### config.mk
export PLATFORM = sky130hd
export DESIGN_NAME = bresenham_line_octant_stepper
export DESIGN_NICKNAME = d
export VERILOG_FILES = /design/src/rtl/core/btl_pkg.sv /design/src/rtl/core/btl_front.sv /design/src/rtl/core/btl_queue.sv /design/src/rtl/core/btl_back.sv /design/src/rtl/core/bresenham_line_octant_stepper.sv
export SDC_FILE = /design/constraint.sdc
export NUM_CORES = 1
export LEC_CHECK = 0
export BUFFER_PORTS_ARGS = -buffer_cell sky130_fd_sc_hd__buf_2
export CAP_MARGIN = 40
export CELL_PAD_IN_SITES_DETAIL_PLACEMENT = 1
export CELL_PAD_IN_SITES_GLOBAL_PLACEMENT = 2
export CORE_MARGIN = 5
export CORE_UTILIZATION = 41
export DETAILED_ROUTE_END_ITERATION = 12
export PLACE_DENSITY_LB_ADDON = 0.12
export SYNTH_ARGS = -nofsm -noshare
export SYNTH_HDL_FRONTEND = slang
export SYNTH_SLANG_ARGS = --single-unit
export TNS_END_PERCENT = 5
### constraint.sdc
create_clock -name clk -period 7.6 [get_ports clk]
set_clock_uncertainty 0.15 [all_clocks]
set_input_delay 1.9 -clock clk [delete_from_list [all_inputs] [get_ports clk]]
set_output_delay 1.9 -clock clk [all_outputs]
set_load 0.05 [all_outputs]
### src/rtl/core/btl_pkg.sv
// shared types and constants for the bresenham line octant stepper
`default_nettype none

package btl_pkg;

  localparam int COORD_BITS  = 12;
  localparam int DEC_BITS    = COORD_BITS + 3;
  localparam int QUEUE_DEPTH = 2;
  localparam int QPTR_BITS   = (QUEUE_DEPTH > 1) ? $clog2(QUEUE_DEPTH) : 1;
  localparam int QCNT_BITS   = $clog2(QUEUE_DEPTH + 1);

  localparam logic REQ_START   = 1'b0;
  localparam logic REQ_ADVANCE = 1'b1;

  typedef logic [COORD_BITS-1:0]    coord_t;
  typedef logic signed [DEC_BITS-1:0] dec_t;

  typedef struct packed {
    logic   req_type;
    coord_t start_x;
    coord_t start_y;
    coord_t end_x;
    coord_t end_y;
  } in_item_t;

  typedef struct packed {
    coord_t pixel_x;
    coord_t pixel_y;
    logic   last_pixel;
    logic   bad_request;
  } out_item_t;

  typedef enum logic [1:0] {
    CMD_START,
    CMD_BAD,
    CMD_ADV
  } cmd_kind_t;

  // classified command handed from the front end to the stepper
  typedef struct packed {
    cmd_kind_t kind;
    coord_t    start_x;
    coord_t    start_y;
    coord_t    end_x;
    logic      single;
    dec_t      decision;
    dec_t      diag_step;
    dec_t      east_step;
  } cmd_t;

  // queue write side
  typedef struct packed {
    logic push;
    cmd_t cmd;
  } q_wr_t;

  // queue read side
  typedef struct packed {
    logic valid;
    cmd_t cmd;
  } q_rd_t;

endpackage

`default_nettype wire

### src/rtl/core/btl_front.sv
// front end: accepts requests, checks the octant and forms the set-up terms
`default_nettype none

module btl_front (
  input  wire logic             in_valid,
  output logic                  in_stall,
  input  wire btl_pkg::in_item_t in_data,
  input  wire logic             q_full,
  output btl_pkg::q_wr_t        q_wr
);
  import btl_pkg::*;

  logic signed [COORD_BITS:0] run;
  logic signed [COORD_BITS:0] rise;
  logic                       bad;
  dec_t                       run_ext;
  dec_t                       rise_x2;
  cmd_t                       cmd;

  always_comb begin
    run     = $signed({1'b0, in_data.end_x}) - $signed({1'b0, in_data.start_x});
    rise    = $signed({1'b0, in_data.start_y}) - $signed({1'b0, in_data.end_y});
    bad     = run[COORD_BITS] | rise[COORD_BITS] | (rise > run);
    run_ext = $signed({{2{run[COORD_BITS]}}, run});
    rise_x2 = $signed({rise[COORD_BITS], rise, 1'b0});

    cmd.start_x   = in_data.start_x;
    cmd.start_y   = in_data.start_y;
    cmd.end_x     = in_data.end_x;
    cmd.single    = (run == '0);
    cmd.decision  = run_ext - rise_x2;
    cmd.diag_step = $signed({run[COORD_BITS], run, 1'b0}) - rise_x2;
    cmd.east_step = -rise_x2;
    if (in_data.req_type == REQ_ADVANCE) begin
      cmd.kind = CMD_ADV;
    end else if (bad) begin
      cmd.kind = CMD_BAD;
    end else begin
      cmd.kind = CMD_START;
    end
  end

  assign in_stall  = q_full;
  assign q_wr.push = in_valid & ~q_full;
  assign q_wr.cmd  = cmd;

endmodule

`default_nettype wire

### src/rtl/core/btl_queue.sv
// short command queue between the front end and the stepper
`default_nettype none

module btl_queue (
  input  wire logic      clk,
  input  wire logic      rst_n,
  input  wire btl_pkg::q_wr_t q_wr,
  output logic           q_full,
  output btl_pkg::q_rd_t q_rd,
  input  wire logic      q_pop
);
  import btl_pkg::*;

  cmd_t                 mem_r [QUEUE_DEPTH];
  logic [QPTR_BITS-1:0] wr_ptr_r, wr_ptr_nxt;
  logic [QPTR_BITS-1:0] rd_ptr_r, rd_ptr_nxt;
  logic [QCNT_BITS-1:0] count_r, count_nxt;
  logic                 do_pop;

  localparam logic [QPTR_BITS-1:0] PTR_LAST = QPTR_BITS'(QUEUE_DEPTH - 1);
  localparam logic [QCNT_BITS-1:0] CNT_FULL = QCNT_BITS'(QUEUE_DEPTH);

  assign q_full     = (count_r == CNT_FULL);
  assign q_rd.valid = (count_r != '0);
  assign q_rd.cmd   = mem_r[rd_ptr_r];
  assign do_pop     = q_pop & q_rd.valid;

  always_comb begin
    wr_ptr_nxt = wr_ptr_r;
    rd_ptr_nxt = rd_ptr_r;
    count_nxt  = count_r;
    if (q_wr.push) begin
      wr_ptr_nxt = (wr_ptr_r == PTR_LAST) ? '0 : wr_ptr_r + 1'b1;
    end
    if (do_pop) begin
      rd_ptr_nxt = (rd_ptr_r == PTR_LAST) ? '0 : rd_ptr_r + 1'b1;
    end
    if (q_wr.push && !do_pop) begin
      count_nxt = count_r + 1'b1;
    end else if (do_pop && !q_wr.push) begin
      count_nxt = count_r - 1'b1;
    end
  end

  always_ff @(posedge clk) begin
    if (!rst_n) begin
      wr_ptr_r <= '0;
      rd_ptr_r <= '0;
      count_r  <= '0;
    end else begin
      wr_ptr_r <= wr_ptr_nxt;
      rd_ptr_r <= rd_ptr_nxt;
      count_r  <= count_nxt;
    end
  end

  always_ff @(posedge clk) begin
    if (q_wr.push) begin
      mem_r[wr_ptr_r] <= q_wr.cmd;
    end
  end

endmodule

`default_nettype wire

### src/rtl/core/btl_back.sv
// stepper: holds the line state, runs commands and registers the pixel
`default_nettype none

module btl_back (
  input  wire logic       clk,
  input  wire logic       rst_n,
  input  wire btl_pkg::q_rd_t q_rd,
  output logic            q_pop,
  output logic            out_valid,
  input  wire logic       out_stall,
  output btl_pkg::out_item_t out_data
);
  import btl_pkg::*;

  coord_t    cur_x_r, cur_x_nxt;
  coord_t    cur_y_r, cur_y_nxt;
  coord_t    stop_x_r, stop_x_nxt;
  dec_t      decision_r, decision_nxt;
  dec_t      diag_step_r, diag_step_nxt;
  dec_t      east_step_r, east_step_nxt;
  logic      busy_r, busy_nxt;
  logic      out_valid_r;
  out_item_t out_data_r;
  out_item_t res;
  logic      res_valid;
  logic      can_take;
  logic      fire;
  cmd_t      cmd;

  assign cmd      = q_rd.cmd;
  assign can_take = ~out_valid_r | ~out_stall;
  assign q_pop    = can_take;
  assign fire     = q_rd.valid & can_take;

  always_comb begin
    cur_x_nxt     = cur_x_r;
    cur_y_nxt     = cur_y_r;
    stop_x_nxt    = stop_x_r;
    decision_nxt  = decision_r;
    diag_step_nxt = diag_step_r;
    east_step_nxt = east_step_r;
    busy_nxt      = busy_r;
    res           = '0;
    res_valid     = 1'b0;
    unique case (cmd.kind)
      CMD_START: begin
        cur_x_nxt     = cmd.start_x;
        cur_y_nxt     = cmd.start_y;
        stop_x_nxt    = cmd.end_x;
        decision_nxt  = cmd.decision;
        diag_step_nxt = cmd.diag_step;
        east_step_nxt = cmd.east_step;
        busy_nxt      = ~cmd.single;
        res.pixel_x    = cmd.start_x;
        res.pixel_y    = cmd.start_y;
        res.last_pixel = cmd.single;
        res_valid      = 1'b1;
      end
      CMD_BAD: begin
        busy_nxt        = 1'b0;
        res.bad_request = 1'b1;
        res_valid       = 1'b1;
      end
      CMD_ADV: begin
        if (busy_r) begin
          if (decision_r < 0) begin
            cur_y_nxt    = cur_y_r - 1'b1;
            decision_nxt = decision_r + diag_step_r;
          end else begin
            decision_nxt = decision_r + east_step_r;
          end
          cur_x_nxt      = cur_x_r + 1'b1;
          busy_nxt       = (cur_x_nxt != stop_x_r);
          res.pixel_x    = cur_x_nxt;
          res.pixel_y    = cur_y_nxt;
          res.last_pixel = (cur_x_nxt == stop_x_r);
          res_valid      = 1'b1;
        end
      end
      default: begin
        res_valid = 1'b0;
      end
    endcase
  end

  always_ff @(posedge clk) begin
    if (!rst_n) begin
      cur_x_r     <= '0;
      cur_y_r     <= '0;
      stop_x_r    <= '0;
      decision_r  <= '0;
      diag_step_r <= '0;
      east_step_r <= '0;
      busy_r      <= 1'b0;
      out_valid_r <= 1'b0;
    end else begin
      if (fire) begin
        cur_x_r     <= cur_x_nxt;
        cur_y_r     <= cur_y_nxt;
        stop_x_r    <= stop_x_nxt;
        decision_r  <= decision_nxt;
        diag_step_r <= diag_step_nxt;
        east_step_r <= east_step_nxt;
        busy_r      <= busy_nxt;
      end
      if (can_take) begin
        out_valid_r <= fire & res_valid;
      end
    end
  end

  always_ff @(posedge clk) begin
    if (fire && res_valid) begin
      out_data_r <= res;
    end
  end

  assign out_valid = out_valid_r;
  assign out_data  = out_data_r;

`ifndef SYNTHESIS
  a_bad_clean: assert property (@(posedge clk) disable iff (!rst_n)
    out_valid_r && out_data_r.bad_request |->
      out_data_r.pixel_x == '0 && out_data_r.pixel_y == '0 && !out_data_r.last_pixel)
    else $error("bad request result carries pixel data");

  a_adv_emits: assert property (@(posedge clk) disable iff (!rst_n)
    fire && cmd.kind == CMD_ADV && busy_r |=> out_valid_r && !out_data_r.bad_request)
    else $error("advance on a busy line gave no pixel");

  a_last_idle: assert property (@(posedge clk) disable iff (!rst_n)
    fire && res_valid && res.last_pixel |=> !busy_r)
    else $error("still busy after the last pixel");

  a_idle_adv: assert property (@(posedge clk) disable iff (!rst_n)
    fire && cmd.kind == CMD_ADV && !busy_r |=> $stable(cur_x_r) && $stable(cur_y_r))
    else $error("advance while idle moved the position");
`endif

endmodule

`default_nettype wire

### src/rtl/core/bresenham_line_octant_stepper.sv
// top level of the single-octant midpoint line stepper
// a request goes through the front end into the command queue, then the stepper
//   registers its pixel; a stalled pixel output can hold it in the queue
// throughput: one request per cycle via add-and-compare, unless the output stalls
// reset: synchronous active-low rst_n empties the queue and leaves the stepper idle
`default_nettype none

module bresenham_line_octant_stepper (
  input  wire logic          clk,
  input  wire logic          rst_n,
  // request channel
  input  wire logic          in_valid,
  output logic               in_stall,
  input  wire btl_pkg::in_item_t in_data,
  // pixel channel
  output logic               out_valid,
  input  wire logic          out_stall,
  output btl_pkg::out_item_t out_data
);
  import btl_pkg::*;

  // front end to queue, queue to stepper
  q_wr_t q_wr;
  q_rd_t q_rd;
  logic  q_full;
  logic  q_pop;

  // classifies each request: start, out-of-octant start, or advance,
  // and precomputes the decision term and both increments for a start
  btl_front u_front (
    .in_valid (in_valid),
    .in_stall (in_stall),
    .in_data  (in_data),
    .q_full   (q_full),
    .q_wr     (q_wr)
  );

  // small queue so a stalled pixel output does not block request intake until it fills
  btl_queue u_queue (
    .clk    (clk),
    .rst_n  (rst_n),
    .q_wr   (q_wr),
    .q_full (q_full),
    .q_rd   (q_rd),
    .q_pop  (q_pop)
  );

  // steps east or north-east one pixel per advance, drops advances when idle
  btl_back u_back (
    .clk       (clk),
    .rst_n     (rst_n),
    .q_rd      (q_rd),
    .q_pop     (q_pop),
    .out_valid (out_valid),
    .out_stall (out_stall),
    .out_data  (out_data)
  );

endmodule

`default_nettype wire

==> results.md <==
- Outcome: finished clean
- Die ar.: 38640 sq um
- First-pass GRT wire length: 62410 microns
- Placed Area: 15320 sq um
- I/O pin cnt: 81
- Most frequent cells after synthesis: edfxtp_1, nor2_1, a21oi_1
- Yosys warning total: 0
- Max Cap Viol: 0
- Reg-to-reg critical path endpoint: u_back.decision_r[11]
- Row count: 68
- Psw: 2.230 mW
- H-tree levels: 1
- Cell with the most instances after synthesis: edfxtp_1
- Cell accounting for the most synthesized area: edfxtp_1
- Critical Path Stages: 16
- CP endpoint: u_queue.mem_r[0][42]
- Final core occ: 0.4778
- Internal power: 3.855 mW
- Mean Syn Cell Area: 10.72 sq um
- Setup crit end kind: flop
- Via density per instance: 5.452
- Sequential share of power: 0.363
- Fraction of registers with async set or reset after synthesis: 0
- Worst R2R Setup Slack: 3290 ps
- Setup TNS Final: 0 ps
- Final WL: 40230 microns
- Buffers on Ports: 80
- Period utilisation layout: 0.7265
- # hold bufs at CTS: 0
- Slew @ Worst Pin: 868.3 ps
- Critical Path RT: 7750 ps
- WS Path Type: in -> reg
- CP max stage cell: xor2_1
- Via count: 10299
- DPL Wire Length: 29070 microns
- GRT Overall Usage: 0.2057
- VDD IR max: 188.0 uV
- Crit-path cells: buf_2 > inv_1 > ha_1 > fa_1 > xor2_1 > inv_1 > ha_1 > nor2b_1 > o21ai_0 > a31oi_1 > o311a_1 > o21ai_0 > nand2b_1 > maj3_1 > maj3_1 > xor2_1
- Top post-synthesis cells by area: edfxtp_1, dfxtp_1, ha_1
- Register area share after synthesis: 0.5149
- CTS Sinks: 273
- Die Y: 196.6 microns
- Post-layout net count: 1544
- Iter 0 DRT Violations: 515
- CTS Root Cell: clkbuf_16
- Switching Share: 0.3665
- Worst EP arrival: 5670 ps
- TritonCTS Buffers: 31
- CTS tree: built
- Post-synthesis register bit count: 273
- Crit path largest cell delay: 420 ps
- Fin. Hold Viols: 0
- Vias in the first global route: 10710
- Mapped Nets: 1466
- Clk pwr share: 0.269
- Tmin final: 5521 ps
- # setup viols final: 0
- Yosys top cell area share: 0.3956
- WHS: 327.5 ps
- Mapped Cells: 1331
- Ys flop type: edfxtp_1
- Reg2Reg Depth: 11
- Crit path from: in_data[12]
- Relative slew margins: 0.4212
- TritonRoute pass-1 iters: 4
- Pins Over Slew Limit: 0
- Pin count of the biggest net entering global routing: 81
- Core Area: 34460 sq um
- CP delay by family, top: adder cells
- Type of the worst min-delay path: reg -> reg
- CP bufs+invs: 3
- Max Buffers Root-to-Sink: 3
- Starting Density: 0.4141
- Detailed-route DRC error count: 0
- Layout area overhead: 15.38%
- Power per cell area: 369.6 nW/um^2
- Grt ovf: 0
- CTS resizes: 0
- Routed Antenna Nets: 0
- N_diodes: 0
- Post-synth cell types: 69
- Cell area after layout: 16460 sq um
- CP startpoint kind: input port
- Die Wd: 196.6 microns
- P_leak: 6.216 nW
- Setup bufs post-CTS: 0
- Critical path peak fanout: 4
- Cell Area, Synth: 14270 sq um
- RSZ-0062 raised after global routing: no
- WL per Instance: 21.30 microns
- Share of cells above drive strength 1: 0.1520
- Logic pwr share: 0.368
- Clock latency at the later pin of the worst-skew pair: 570 ps
- Worst-path clk slew: 60 ps
- Routability cong.: 0.8592
- EDFF count, synth: 188
- Fmax: 181.1 MHz
- Initial antenna violation count: 1
-- cell families (layout without fill, tap and decap cells) --
family,Yosys count,after routing,share of synthesized area
AND/OR/NAND/NOR,344,344,0.1124
flip-flops,273,273,0.5149
AO/OA/AOI/OAI,319,319,0.1426
buffers and inverters,139,242,0.03700
XOR/XNOR,79,79,0.04849
adder cells (fa/ha/maj),85,85,0.07663
multiplexers,92,92,0.06804
-- how the worst min path moves through the flow --
stage                     cells after the start  slack [ps]                  start               endpoint
after floorplan                               2         290  u_back.decision_r[10]  u_back.decision_r[10]
after global placement                        2         300   u_back.decision_r[1]   u_back.decision_r[1]
after detailed placement                      2         310   u_back.decision_r[1]   u_back.decision_r[1]
after CTS                                     2         330  u_back.decision_r[10]  u_back.decision_r[10]
after global routing                          2         360  u_back.diag_step_r[5]  u_back.diag_step_r[5]
final                                         2         330  u_back.decision_r[10]  u_back.decision_r[10]
-- registers in the layout, summed over array words and instances, names as in the netlist, named ones only --
register / cells
u_queue.rd_ptr_r: 1
u_back.decision_r: 14
u_queue.mem_r: 162
u_back.cur_y_r: 12
u_back.diag_step_r: 14
u_back.busy_r: 1
u_queue.wr_ptr_r: 1
u_back.cur_x_r: 12
u_back.out_data: 26
u_back.out_valid: 1
u_queue.count_r: 2
u_back.east_step_r: 14
u_back.stop_x_r: 12
-- metal layers --
| metal | global-route usage | part of all wire | up-vias |
|---|---|---|---|
| met3 | 0.02274 | 0.032 | 43 |
| li1 | - | - | 5004 |
| met4 | 0.04991 | 0.020 | 0 |
| met2 | 0.3312 | 0.46 | 153 |
| met5 | 0 | 0 | - |
| met1 | 0.2995 | 0.49 | 5099 |
-- power by group through the flow --
stage               clock network [mW]  logic, mW  registers (mW)
floorplan                            0       1.45            2.30
global placement                     0       2.16            2.23
detailed placement                   0       2.24            2.24
CTS                               1.68       2.26            2.21
global route                      1.75       2.46            2.25
finish                            1.64       2.24            2.21
-- worst reg2reg max path, cell delays in order (launching register included) --
cell and delay (ps):
dfxtp_4 720, mux2_2 680, inv_1 250, ha_2 460, buf_4 550, nand2_1 240, buf_4 280, a21o_1 210
buf_4 250, nor3_1 250, a21oi_1 70, a21oi_1 130
-- cells in the final DEF (no fill, tap or decap), types with 5 or more instances in the layout --
cell,netlist,final
o211ai_1,10,10
o21a_1,17,17
a21oi_1,97,96
inv_1,80,79
nand3_1,17,17
or3_1,14,14
nor3_1,17,17
xor2_1,26,26
edfxtp_1,188,188
xnor2_1,53,53
o21ai_0,58,58
and2_1,10,10
nor2_1,157,155
a22oi_1,8,8
dfxtp_1,85,84
nor2b_1,17,17
buf_2,2,80
buf_4,1,20
ha_1,77,76
nor4_1,5,5
a21o_1,12,12
clkbuf_1,44,5
bufinv_16,0,6
fa_1,5,5
clkbuf_8,0,6
mux2i_1,52,52
and3_1,8,7
nand4_1,6,6
nand2b_1,12,12
mux2_2,40,40
clkbuf_16,0,32
a211oi_1,65,64
o31ai_1,8,8
nand2_1,61,61
a31oi_1,9,9
-- per-stage QoR --
stage,cells,setup WS [ps],total power [mW]
4_1_cts,1889,2073,6.148
3_3_place_gp,1825,1567,4.381
6_report,1889,2079,6.085
5_1_grt,1889,1764,6.447
3_5_place_dp,1831,1484,4.478
2_1_floorplan,1331,1565,3.753
-- layout make-up --
cell class | instances | area, sq um
inverter | 80 | 300.3
multi-input combinational | 919 | 6441
timing repair buffer | 104 | 660.6
clock buffer | 43 | 902.1
tap | 455 | 569.3
fill | 3767 | 17990
clock inverter | 15 | 240.2
sequential | 273 | 7351
No activity file was read; power rests on OpenSTA's default activity.
